===== src/rtl/ampd_pkg.sv =====
// ----------------------------------------------------------------------------
// ampd_pkg
// Shared widths, register codes and status types for the acceleration
// magnitude peak detector.
// ----------------------------------------------------------------------------
package ampd_pkg;

  // Default ring depth in samples.
  localparam int WINDOW_MAX_DEF = 64;

  // Field and state widths.
  localparam int ACC_W  = 16;  // one acceleration axis
  localparam int IDX_W  = 31;  // sample index
  localparam int SQ_W   = 32;  // sum of three squares
  localparam int MAG_W  = 16;  // integer magnitude
  localparam int SUM_W  = 22;  // running sum, wraps
  localparam int FRAC_W = 8;   // fraction bits of the average
  localparam int MEAN_W = 24;  // average in 16.8
  localparam int WLEN_W = 7;
  localparam int REFR_W = 15;
  localparam int THR_W  = 24;

  // Register port.
  localparam int ADDR_W    = 4;
  localparam int DATA_W    = 32;
  localparam int REG_IDX_W = 2;

  localparam logic [REG_IDX_W-1:0] REG_WINDOW     = 2'd0;
  localparam logic [REG_IDX_W-1:0] REG_REFRACTORY = 2'd1;
  localparam logic [REG_IDX_W-1:0] REG_THRESHOLD  = 2'd2;

  localparam logic [WLEN_W-1:0] WLEN_RST = 7'd16;

  // Status of an iterative arithmetic unit.
  typedef struct packed {
    logic busy;
    logic done;
  } unit_sts_t;

endpackage


===== src/rtl/ampd_ram.sv =====
// ----------------------------------------------------------------------------
// ampd_ram
// Generic single-write, single-read RAM with a registered read port.
// ----------------------------------------------------------------------------
module ampd_ram #(
  parameter int WIDTH = 16,
  parameter int DEPTH = 64
) (
  input  logic                     clk_i,
  input  logic                     we_i,
  input  logic [$clog2(DEPTH)-1:0] waddr_i,
  input  logic [WIDTH-1:0]         wdata_i,
  input  logic                     re_i,
  input  logic [$clog2(DEPTH)-1:0] raddr_i,
  output logic [WIDTH-1:0]         rdata_o
);

  logic [WIDTH-1:0] mem_q [DEPTH];
  logic [WIDTH-1:0] rdata_q;

  // Write port.
  always_ff @(posedge clk_i) begin
    if (we_i) begin
      mem_q[waddr_i] <= wdata_i;
    end
  end

  // Registered read port; the data holds until the next read.
  always_ff @(posedge clk_i) begin
    if (re_i) begin
      rdata_q <= mem_q[raddr_i];
    end
  end

  assign rdata_o = rdata_q;

endmodule


===== src/rtl/ampd_isqrt.sv =====
// ----------------------------------------------------------------------------
// ampd_isqrt
// Iterative integer square root, one result bit per cycle.
// ----------------------------------------------------------------------------
module ampd_isqrt (
  input  logic                     clk_i,
  input  logic                     rst_ni,
  input  logic                     start_i,
  input  logic [ampd_pkg::SQ_W-1:0]  radicand_i,
  output logic [ampd_pkg::MAG_W-1:0] root_o,
  output ampd_pkg::unit_sts_t        sts_o
);
  import ampd_pkg::*;

  logic [SQ_W-1:0] n_q, root_q, bit_q;
  logic [SQ_W-1:0] n_d, root_d;
  logic [SQ_W:0]   trial;
  logic            busy_q, done_q;

  // One step of the digit-by-digit root.
  always_comb begin
    trial  = {1'b0, root_q} + {1'b0, bit_q};
    n_d    = n_q;
    root_d = root_q >> 1;
    if ({1'b0, n_q} >= trial) begin
      n_d    = n_q - trial[SQ_W-1:0];
      root_d = (root_q >> 1) + bit_q;
    end
  end

  // Control: sixteen steps, then a done pulse.
  always_ff @(posedge clk_i or negedge rst_ni) begin
    if (!rst_ni) begin
      busy_q <= 1'b0;
      done_q <= 1'b0;
    end else begin
      done_q <= busy_q && bit_q[0];
      if (start_i) begin
        busy_q <= 1'b1;
      end else if (busy_q && bit_q[0]) begin
        busy_q <= 1'b0;
      end
    end
  end

  // Datapath.
  always_ff @(posedge clk_i) begin
    if (start_i) begin
      n_q    <= radicand_i;
      root_q <= '0;
      bit_q  <= SQ_W'(1) << (SQ_W - 2);
    end else if (busy_q) begin
      n_q    <= n_d;
      root_q <= root_d;
      bit_q  <= bit_q >> 2;
    end
  end

  assign root_o     = root_q[MAG_W-1:0];
  assign sts_o.busy = busy_q;
  assign sts_o.done = done_q;

endmodule


===== src/rtl/ampd_div.sv =====
// ----------------------------------------------------------------------------
// ampd_div
// Iterative restoring divider, two quotient bits per cycle.
// ----------------------------------------------------------------------------
module ampd_div #(
  parameter int NUM_W = 30,
  parameter int DEN_W = 7
) (
  input  logic               clk_i,
  input  logic               rst_ni,
  input  logic               start_i,
  input  logic [NUM_W-1:0]   num_i,
  input  logic [DEN_W-1:0]   den_i,
  output logic [NUM_W-1:0]   quo_o,
  output ampd_pkg::unit_sts_t sts_o
);
  import ampd_pkg::*;

  localparam int CYC   = (NUM_W + 1) / 2;
  localparam int PAD_W = 2 * CYC;
  localparam int CNT_W = $clog2(CYC + 1);

  logic [PAD_W-1:0] num_q, quo_q, num_d, quo_d;
  logic [DEN_W:0]   rem_q, rem_d, trial;
  logic [DEN_W-1:0] den_q;
  logic [CNT_W-1:0] cnt_q;
  logic             busy_q, done_q;

  // Two dependent shift-and-subtract steps.
  always_comb begin
    rem_d = rem_q;
    num_d = num_q;
    quo_d = quo_q;
    trial = '0;
    for (int i = 0; i < 2; i++) begin
      trial = {rem_d[DEN_W-1:0], num_d[PAD_W-1]};
      num_d = num_d << 1;
      if (trial >= {1'b0, den_q}) begin
        trial = trial - {1'b0, den_q};
        quo_d = {quo_d[PAD_W-2:0], 1'b1};
      end else begin
        quo_d = {quo_d[PAD_W-2:0], 1'b0};
      end
      rem_d = trial;
    end
  end

  // Control: count down the cycles.
  always_ff @(posedge clk_i or negedge rst_ni) begin
    if (!rst_ni) begin
      busy_q <= 1'b0;
      done_q <= 1'b0;
      cnt_q  <= '0;
    end else begin
      done_q <= busy_q && (cnt_q == CNT_W'(1));
      if (start_i) begin
        busy_q <= 1'b1;
        cnt_q  <= CNT_W'(CYC);
      end else if (busy_q) begin
        cnt_q <= cnt_q - CNT_W'(1);
        if (cnt_q == CNT_W'(1)) begin
          busy_q <= 1'b0;
        end
      end
    end
  end

  // Datapath.
  always_ff @(posedge clk_i) begin
    if (start_i) begin
      num_q <= PAD_W'(num_i);
      den_q <= den_i;
      rem_q <= '0;
      quo_q <= '0;
    end else if (busy_q) begin
      num_q <= num_d;
      rem_q <= rem_d;
      quo_q <= quo_d;
    end
  end

  assign quo_o      = quo_q[NUM_W-1:0];
  assign sts_o.busy = busy_q;
  assign sts_o.done = done_q;

endmodule


===== src/rtl/accel_magnitude_peak_detector.sv =====
// ----------------------------------------------------------------------------
// accel_magnitude_peak_detector
// Moving-average peak detector on the magnitude of three-axis samples.
// ----------------------------------------------------------------------------
// One sample is in flight at a time. The three axes are squared in turn on
// one 16x16 multiplier, and the ring memory is read with the first square.
// The bit-serial square root follows. The sum state updates the running sum
// and starts the divider, which forms the average two quotient bits a cycle.
// The done state commits, and the result register holds the beat. Most of
// a sample's time goes to the iterative root and divider. A new sample is
// taken as soon as the previous one commits. A stalled result beat delays
// the commit of the next sample, not its acceptance.
// Each sample yields exactly one result beat; peak_value is zero when
// peak_found is low.
// The magnitude ring lives in a RAM that is not cleared; sample index zero
// restarts averaging and detection.
module accel_magnitude_peak_detector #(
  parameter int WINDOW_MAX = ampd_pkg::WINDOW_MAX_DEF
) (
  input  logic                            clk_i,
  input  logic                            rst_ni,
  // Register port
  input  logic                            psel,
  input  logic                            penable,
  input  logic                            pwrite,
  input  logic [ampd_pkg::ADDR_W-1:0]     paddr,
  input  logic [ampd_pkg::DATA_W-1:0]     pwdata,
  output logic [ampd_pkg::DATA_W-1:0]     prdata,
  output logic                            pready,
  // Sample channel
  input  logic                            in_valid_i,
  output logic                            in_stall_o,
  input  logic signed [ampd_pkg::ACC_W-1:0] accel_x_i,
  input  logic signed [ampd_pkg::ACC_W-1:0] accel_y_i,
  input  logic signed [ampd_pkg::ACC_W-1:0] accel_z_i,
  input  logic [ampd_pkg::IDX_W-1:0]      sample_index_i,
  // Result channel
  output logic                            out_valid_o,
  input  logic                            out_stall_i,
  output logic                            peak_found_o,
  output logic [ampd_pkg::MEAN_W-1:0]     peak_value_o
);
  import ampd_pkg::*;

  localparam int POS_W = $clog2(WINDOW_MAX);
  localparam int DV_W  = $clog2(WINDOW_MAX + 1);
  localparam int NUM_W = SUM_W + FRAC_W;

  localparam logic [2:0] S_IDLE = 3'd0;
  localparam logic [2:0] S_SQR  = 3'd1;
  localparam logic [2:0] S_ROOT = 3'd2;
  localparam logic [2:0] S_SUM  = 3'd3;
  localparam logic [2:0] S_DIV  = 3'd4;
  localparam logic [2:0] S_DONE = 3'd5;

  // Configuration registers.
  logic [WLEN_W-1:0] wlen_q;
  logic [REFR_W-1:0] refr_q;
  logic [THR_W-1:0]  thr_q;
  logic              cfg_we;
  logic [REG_IDX_W-1:0] cfg_idx;

  // Control and state.
  logic [2:0]       state_q, state_d;
  logic [1:0]       axis_q;
  logic [SUM_W-1:0] sum_q, sum_d;
  logic [POS_W-1:0] pos_q, slot_q, slot_d, slot_next;
  logic [MEAN_W-1:0] prev_mean_q;
  logic             prev_rising_q;
  logic [IDX_W-1:0] last_peak_q;
  logic             out_valid_q, peak_found_q;
  logic [MEAN_W-1:0] peak_value_q;

  // Sample registers.
  logic [ACC_W-1:0] ax_q, ay_q, az_q, axis_abs;
  logic [IDX_W-1:0] k_q;
  logic [SQ_W-1:0]  acc_q, sq_prod, sq_total;

  // Window, divisor and peak logic.
  logic [31:0]      wlen_ext;
  logic [DV_W-1:0]  weff, div_d;
  logic             warm;
  logic             accept_in, commit;
  logic [MAG_W-1:0] mag, ring_rdata;
  logic [NUM_W-1:0] quo;
  logic [MEAN_W-1:0] mean;
  logic             rising, peak;
  logic [IDX_W:0]   refr_limit;
  unit_sts_t        sq_sts, dv_sts;

  // Register writes and reads.
  assign pready  = 1'b1;
  assign cfg_idx = paddr[ADDR_W-1:2];
  assign cfg_we  = psel && penable && pwrite && pready;

  always_ff @(posedge clk_i or negedge rst_ni) begin
    if (!rst_ni) begin
      wlen_q <= WLEN_RST;
      refr_q <= '0;
      thr_q  <= '0;
    end else if (cfg_we) begin
      case (cfg_idx)
        REG_WINDOW:     wlen_q <= pwdata[WLEN_W-1:0];
        REG_REFRACTORY: refr_q <= pwdata[REFR_W-1:0];
        REG_THRESHOLD:  thr_q  <= pwdata[THR_W-1:0];
        default: ;
      endcase
    end
  end

  always_comb begin
    case (cfg_idx)
      REG_WINDOW:     prdata = DATA_W'(wlen_q);
      REG_REFRACTORY: prdata = DATA_W'(refr_q);
      REG_THRESHOLD:  prdata = DATA_W'(thr_q);
      default:        prdata = '0;
    endcase
  end

  // Effective window: zero acts as one, clamped to the ring depth.
  always_comb begin
    wlen_ext = 32'(wlen_q);
    if (wlen_ext == 32'd0) begin
      weff = DV_W'(1);
    end else if (wlen_ext > 32'(WINDOW_MAX)) begin
      weff = DV_W'(WINDOW_MAX);
    end else begin
      weff = DV_W'(wlen_ext);
    end
  end

  // Handshakes.
  assign accept_in  = in_valid_i && !in_stall_o;
  assign in_stall_o = (state_q != S_IDLE);
  assign commit     = (state_q == S_DONE) && !(out_valid_q && out_stall_i);

  // Ring slot for a new sample: restart at zero, wrap if past the window.
  always_comb begin
    if (sample_index_i == '0 || DV_W'(pos_q) >= weff) begin
      slot_d = '0;
    end else begin
      slot_d = pos_q;
    end
  end

  assign slot_next = (DV_W'(slot_q) + DV_W'(1) >= weff) ? '0 : slot_q + POS_W'(1);

  // Squares of the three axes, one per cycle.
  always_comb begin
    case (axis_q)
      2'd0:    axis_abs = ax_q;
      2'd1:    axis_abs = ay_q;
      default: axis_abs = az_q;
    endcase
  end

  assign sq_prod  = SQ_W'(axis_abs) * SQ_W'(axis_abs);
  assign sq_total = acc_q + sq_prod;

  ampd_isqrt u_isqrt (
    .clk_i      (clk_i),
    .rst_ni     (rst_ni),
    .start_i    (state_q == S_SQR && axis_q == 2'd2),
    .radicand_i (sq_total),
    .root_o     (mag),
    .sts_o      (sq_sts)
  );

  // Ring of recent magnitudes; read at the slot, written back on commit.
  ampd_ram #(
    .WIDTH (MAG_W),
    .DEPTH (WINDOW_MAX)
  ) u_ring (
    .clk_i   (clk_i),
    .we_i    (commit),
    .waddr_i (slot_q),
    .wdata_i (mag),
    .re_i    (state_q == S_SQR && axis_q == 2'd0),
    .raddr_i (slot_q),
    .rdata_o (ring_rdata)
  );

  // New running sum and divisor.
  assign warm = (k_q < IDX_W'(weff));

  always_comb begin
    if (k_q == '0) begin
      sum_d = SUM_W'(mag);
      div_d = DV_W'(1);
    end else if (warm) begin
      sum_d = sum_q + SUM_W'(mag);
      div_d = k_q[DV_W-1:0] + DV_W'(1);
    end else begin
      sum_d = sum_q + SUM_W'(mag) - SUM_W'(ring_rdata);
      div_d = weff;
    end
  end

  ampd_div #(
    .NUM_W (NUM_W),
    .DEN_W (DV_W)
  ) u_div (
    .clk_i   (clk_i),
    .rst_ni  (rst_ni),
    .start_i (state_q == S_SUM),
    .num_i   ({sum_d, FRAC_W'(0)}),
    .den_i   (div_d),
    .quo_o   (quo),
    .sts_o   (dv_sts)
  );

  // Average saturated to 24 bits, slope and peak decision.
  assign mean       = (|quo[NUM_W-1:MEAN_W]) ? '1 : quo[MEAN_W-1:0];
  assign rising     = (k_q == '0) || (mean >= prev_mean_q);
  assign refr_limit = {1'b0, last_peak_q} + (IDX_W + 1)'(refr_q);
  assign peak       = prev_rising_q && !rising && (mean > thr_q)
                      && ({1'b0, k_q} > refr_limit);

  // Sequencer.
  always_comb begin
    state_d = state_q;
    case (state_q)
      S_IDLE: if (accept_in) state_d = S_SQR;
      S_SQR:  if (axis_q == 2'd2) state_d = S_ROOT;
      S_ROOT: if (sq_sts.done) state_d = S_SUM;
      S_SUM:  state_d = S_DIV;
      S_DIV:  if (dv_sts.done) state_d = S_DONE;
      S_DONE: if (commit) state_d = S_IDLE;
      default: state_d = S_IDLE;
    endcase
  end

  always_ff @(posedge clk_i or negedge rst_ni) begin
    if (!rst_ni) begin
      state_q       <= S_IDLE;
      axis_q        <= '0;
      sum_q         <= '0;
      pos_q         <= '0;
      prev_mean_q   <= '0;
      prev_rising_q <= 1'b1;
      last_peak_q   <= '0;
      out_valid_q   <= 1'b0;
    end else begin
      state_q <= state_d;
      if (state_q == S_SQR) begin
        axis_q <= (axis_q == 2'd2) ? 2'd0 : axis_q + 2'd1;
      end
      if (state_q == S_SUM) begin
        sum_q <= sum_d;
      end
      if (commit) begin
        pos_q         <= slot_next;
        prev_mean_q   <= mean;
        prev_rising_q <= rising;
        if (k_q == '0) begin
          last_peak_q <= '0;
        end else if (peak) begin
          last_peak_q <= k_q;
        end
      end
      if (commit) begin
        out_valid_q <= 1'b1;
      end else if (!out_stall_i) begin
        out_valid_q <= 1'b0;
      end
    end
  end

  // Sample capture, square accumulation and result beat.
  always_ff @(posedge clk_i) begin
    if (accept_in) begin
      ax_q   <= accel_x_i[ACC_W-1] ? (~accel_x_i + ACC_W'(1)) : accel_x_i;
      ay_q   <= accel_y_i[ACC_W-1] ? (~accel_y_i + ACC_W'(1)) : accel_y_i;
      az_q   <= accel_z_i[ACC_W-1] ? (~accel_z_i + ACC_W'(1)) : accel_z_i;
      k_q    <= sample_index_i;
      slot_q <= slot_d;
      acc_q  <= '0;
    end else if (state_q == S_SQR) begin
      acc_q <= sq_total;
    end
    if (commit) begin
      peak_found_q <= peak;
      peak_value_q <= peak ? mean : '0;
    end
  end

  assign out_valid_o  = out_valid_q;
  assign peak_found_o = peak_found_q;
  assign peak_value_o = peak_value_q;

`ifndef SYNTHESIS
  // An accepted sample keeps the input stalled in the following cycle.
  a_busy_after_accept: assert property (@(posedge clk_i) disable iff (!rst_ni)
    (in_valid_i && !in_stall_o) |=> in_stall_o)
    else $error("input not stalled after an accepted sample");

  // A result beat without a peak carries a zero value.
  a_zero_value: assert property (@(posedge clk_i) disable iff (!rst_ni)
    (out_valid_o && !peak_found_o) |-> (peak_value_o == '0))
    else $error("non-peak result with nonzero value");

  // The root finishes before the divider is started.
  a_unit_order: assert property (@(posedge clk_i) disable iff (!rst_ni)
    sq_sts.done |-> !dv_sts.busy)
    else $error("square root finished while divider busy");
`endif

endmodule

===== config.mk =====
export PLATFORM = sky130hd
export DESIGN_NAME = accel_magnitude_peak_detector
export DESIGN_NICKNAME = d
export VERILOG_FILES = /design/src/rtl/ampd_pkg.sv /design/src/rtl/ampd_ram.sv /design/src/rtl/ampd_isqrt.sv /design/src/rtl/ampd_div.sv /design/src/rtl/accel_magnitude_peak_detector.sv
export SDC_FILE = /design/constraint.sdc
export NUM_CORES = 2
export LEC_CHECK = 0
export BUFFER_PORTS_ARGS = -buffer_cell sky130_fd_sc_hd__buf_2
export CORE_MARGIN = 4
export CORE_UTILIZATION = 55
export DETAILED_ROUTE_END_ITERATION = 10
export PLACE_DENSITY_LB_ADDON = 0.3
export REMOVE_ABC_BUFFERS = 1
export SETUP_SLACK_MARGIN = 0.02
export SLEW_MARGIN = 20
export SYNTH_ARGS = -nofsm -noshare
export SYNTH_HDL_FRONTEND = slang
export SYNTH_SLANG_ARGS = --single-unit

===== constraint.sdc =====
create_clock -name clk_i -period 23.1 [get_ports clk_i]
set_input_delay 0 -clock clk_i [delete_from_list [all_inputs] [get_ports clk_i]]
set_output_delay 0 -clock clk_i [all_outputs]
set_load 0.01 [all_outputs]

==> impl_metrics.csv <==
group,metric,value,unit
global_route,grt_util_all_layers,0.273,
floorplanning,die_y,371,um
drt,drt_wl_total,189000,um
worst_setup_path,r2r_slack,14.78,ns
layout,utilization,0.638,
timing,fin_ws,14.78,ns
worst_setup_path,cp.required,23.59,ns
worst_hold_path,min_path_cells,4,
clocking,h-tree-depth,4,
timing,fin_crit_sh,0.360,
timing,fin_setup_tns,0,ns
clocking,insertion_delay,0.80,ns
floorplanning,floorplan.die_area,137000,um^2
timing,rsz0062_at_grt,"no",
synth,synth-seq-cells,1472,
placement,globalplace.congestion,0.883,
drt,wl_per_cell,23.4,um
placement,dp_slack,14.90,ns
synth,synth_edf_count,1211,
worst_hold_path,hp-class,"in2reg",
timing,timing.final.crit_period,8.32,ns
worst_setup_path,r2r_cells,25,
placement,dp_hpwl,112000,um
global_route,grt_max_degree,130,
floorplanning,initial_utilization,0.556,
synth,synthDistinctLibCells,86,
timing,worst_slew_pin_slew,1.07,ns
worst_setup_path,critPathArrivalTime,8.81,ns
timing,fmax,120,MHz
timing,finalHoldViolCount,0,
layout,syn2layout_area_growth,14.7,%
worst_setup_path,r2r_end,"u_isqrt.n_q[31]",
synth,synth_area,72300,um^2
floorplanning,rows,132,
clocking,clkSlewWorstSetupHoldPaths,0.06,ns
timing,final_max_slew_viol_count,0,
clocking,cts_resized,0,
job,max_cap_viol_count,0,
timing,clock_skew,0.0427,ns
timing,relSlewSlack,0.286,
synth,postSynthAreaPerCell,12.5,um^2
clocking,cts_buffer_depth,3,
layout,fin_nets,6877,
synth,syn_inst,5786,
worst_setup_path,worstSetupPathType,"reg2reg",
worst_hold_path,min_to,"wlen_q[6]",
drt,ant_nets,0,
global_route,grt_pass1_vias,49637,
floorplanning,core-area,130000,um^2
placement,io_buffers,162,
drt,drc,0,
clocking,numCtsBuffers,151,
clocking,cts_root_buffer,"clkbuf_16",
worst_setup_path,worstSetupStartpointType,"register",
worst_hold_path,worstHoldStart,"pwdata[6]",
global_route,grt_overflow_total,0,
worst_setup_path,cp_max_fo,21,
layout,drive_gt1_frac,0.0980,
synth,ys_seq_area_frac,0.585,
worst_setup_path,r2r-start,"axis_q[0]",
synth,async_flop_share,0.0978,
synth,yosysWarnings,0,
clocking,cts_sinks,1472,
floorplanning,chipWidth,371,um
floorplanning,ios,182,
drt,num_vias,49721,
drt,viasPerCell,6.14,
timing,setup_viol,0,
clocking,cts_tree,"yes",
worst_setup_path,end_kind,"register",
global_route,grt_pass1_wl,289000,um
drt,firstDrtPassIters,6,
outcome,status,"finished clean",
global_route,antenna_found_initial,2,
drt,drt_iter0_drc,5589,
synth,synthFlopType,"edfxtp_1",
cell type report:
type,count,area [um^2]
Antenna cell,7,17.5
Sequential cell,1472,42300
Clock inverter,88,952
Clock buffer,189,3960
Timing Repair Buffer,543,4400
Tap cell,1742,2180
Fill cell,9436,47100
Inverter,501,1880
Multi-Input combinational cell,3555,27200
sequential cells by signal, summed over array words and instances, names as in the netlist, 22 cells and up:
register,flops
acc_q,32
last_peak_q,31
u_ring.mem_q,1024
sum_q,22
u_isqrt.n_q,32
prev_mean_q,24
k_q,31
thr_q,24
u_div.quo_o,30
u_isqrt.root_q,32
u_div.num_q,22
peak_value_o,24
how the worst max path moves through the flow:
stage | start | to | slack [ns] | cells after the start
global placement | axis_q[0] | u_isqrt.n_q[31] | 14.96 | 25
CTS | axis_q[0] | u_isqrt.n_q[31] | 14.84 | 25
finish | axis_q[0] | u_isqrt.n_q[31] | 14.78 | 25
floorplan | slot_q[0] | u_ring.mem_q[12][0] | 12.78 | 3
detailed placement | axis_q[0] | u_isqrt.n_q[31] | 14.90 | 25
global route | axis_q[0] | u_isqrt.n_q[31] | 14.37 | 25
cell usage after synthesis (all sizes together), types with 9 or more instances:
cell type	count	share of area
a211oi	47	0.0050
a21o	93	0.0097
a21oi	227	0.016
a221oi	104	0.013
a22o	113	0.014
a22oi	316	0.033
a31o	9	0.0011
a31oi	123	0.011
and2	25	0.0022
and3	31	0.0027
and4	13	0.0016
buf	54	0.0034
clkbuf	211	0.011
dfrtp	142	0.049
dfxtp	117	0.032
edfxtp	1211	0.50
fa	201	0.056
ha	330	0.057
inv	495	0.026
mux2	55	0.0086
mux2i	86	0.012
nand2	424	0.022
nand2b	34	0.0029
nand3	67	0.0046
nand4	63	0.0055
nor2	376	0.020
nor2b	29	0.0025
nor3	38	0.0026
nor4	39	0.0034
o211ai	24	0.0025
o21a	45	0.0047
o21ai	226	0.016
o21bai	19	0.0020
o22ai	13	0.0011
o31a	9	0.0011
o31ai	21	0.0022
or2	11	0.00095
or3	22	0.0020
xnor2	134	0.016
xor2	92	0.011
per-layer routing:
layer / vias to the layer above / global-route usage / share of wire / wire [um]
li1: 22312 / - / - / -
met1: 24628 / 0.373 / 0.40 / 76100
met2: 2333 / 0.438 / 0.47 / 89000
met3: 448 / 0.0530 / 0.091 / 17300
met4: 0 / 0.0971 / 0.036 / 6770
met5: - / 0 / 0 / 0
cells by family after synthesis:
logic type | count (synthesis) | share of synthesized area
fa+ha+maj | 531 | 0.113
xor+xnor | 226 | 0.0274
compound gates | 1445 | 0.138
mux | 141 | 0.0205
other cells | 2 | 0.000104
buf+inv | 766 | 0.0403
simple gates | 1203 | 0.0759
flops | 1472 | 0.585
through the flow:
step / std cells / hold slack [ns] / area [um^2]
3_5_place_dp: 7562 / 0.101 / 75400
2_1_floorplan: 5528 / -0.296 / 71300
5_1_grt: 8092 / 0.0278 / 82900
4_1_cts: 8090 / 0.00725 / 82900
6_report: 8097 / 0.0574 / 82900
3_3_place_gp: 7562 / 0.0832 / 75400
cells in the final DEF, fill, tap and decap left out, types with 101 or more instances in the layout:
master         synthesis  final
dlygate4sd3_1          0    250
a221oi_1             104    104
a22oi_1              316    316
nor2_1               376    372
o21ai_0              219    219
dfrtp_1              142    140
a21oi_1              227    227
clkbuf_16              0    151
nand2_1              424    423
inv_1                495    493
a31oi_1              123    123
dfxtp_1              117    101
xnor2_1              134    134
fa_1                 201    201
buf_2                  5    161
edfxtp_1            1211   1211
ha_1                 330    330
a22o_1               113    113
buf_4                  9    124
worst max-delay path, stage by stage, from the launching register on:
cell,delay (ns)
dfrtp_1,0.32
buf_4,0.35
mux2i_1,0.25
o21a_1,0.47
clkinv_1,0.51
nand2_1,0.27
fa_1,0.47
fa_1,0.54
fa_1,0.52
inv_1,0.05
fa_1,0.50
fa_1,0.50
inv_1,0.05
fa_1,0.48
inv_1,0.05
ha_1,0.34
and3_1,0.22
and3_1,0.19
a21oi_1,0.31
o21a_1,0.27
a211oi_1,0.17
a311o_1,0.43
a311oi_1,0.36
xnor2_1,0.15
nor2_1,0.17
a21oi_1,0.06
repair_timing:
| item | 4_1_cts | 5_1_grt |
|---|---|---|
| hold buffers | 251 | 0 |
| buffers inserted | 0 | 0 |
| hold endpoints to repair | 205 | 0 |
Power is not shown: default switching activity piles up to over one toggle a cycle in this logic, so the estimate is an artifact.
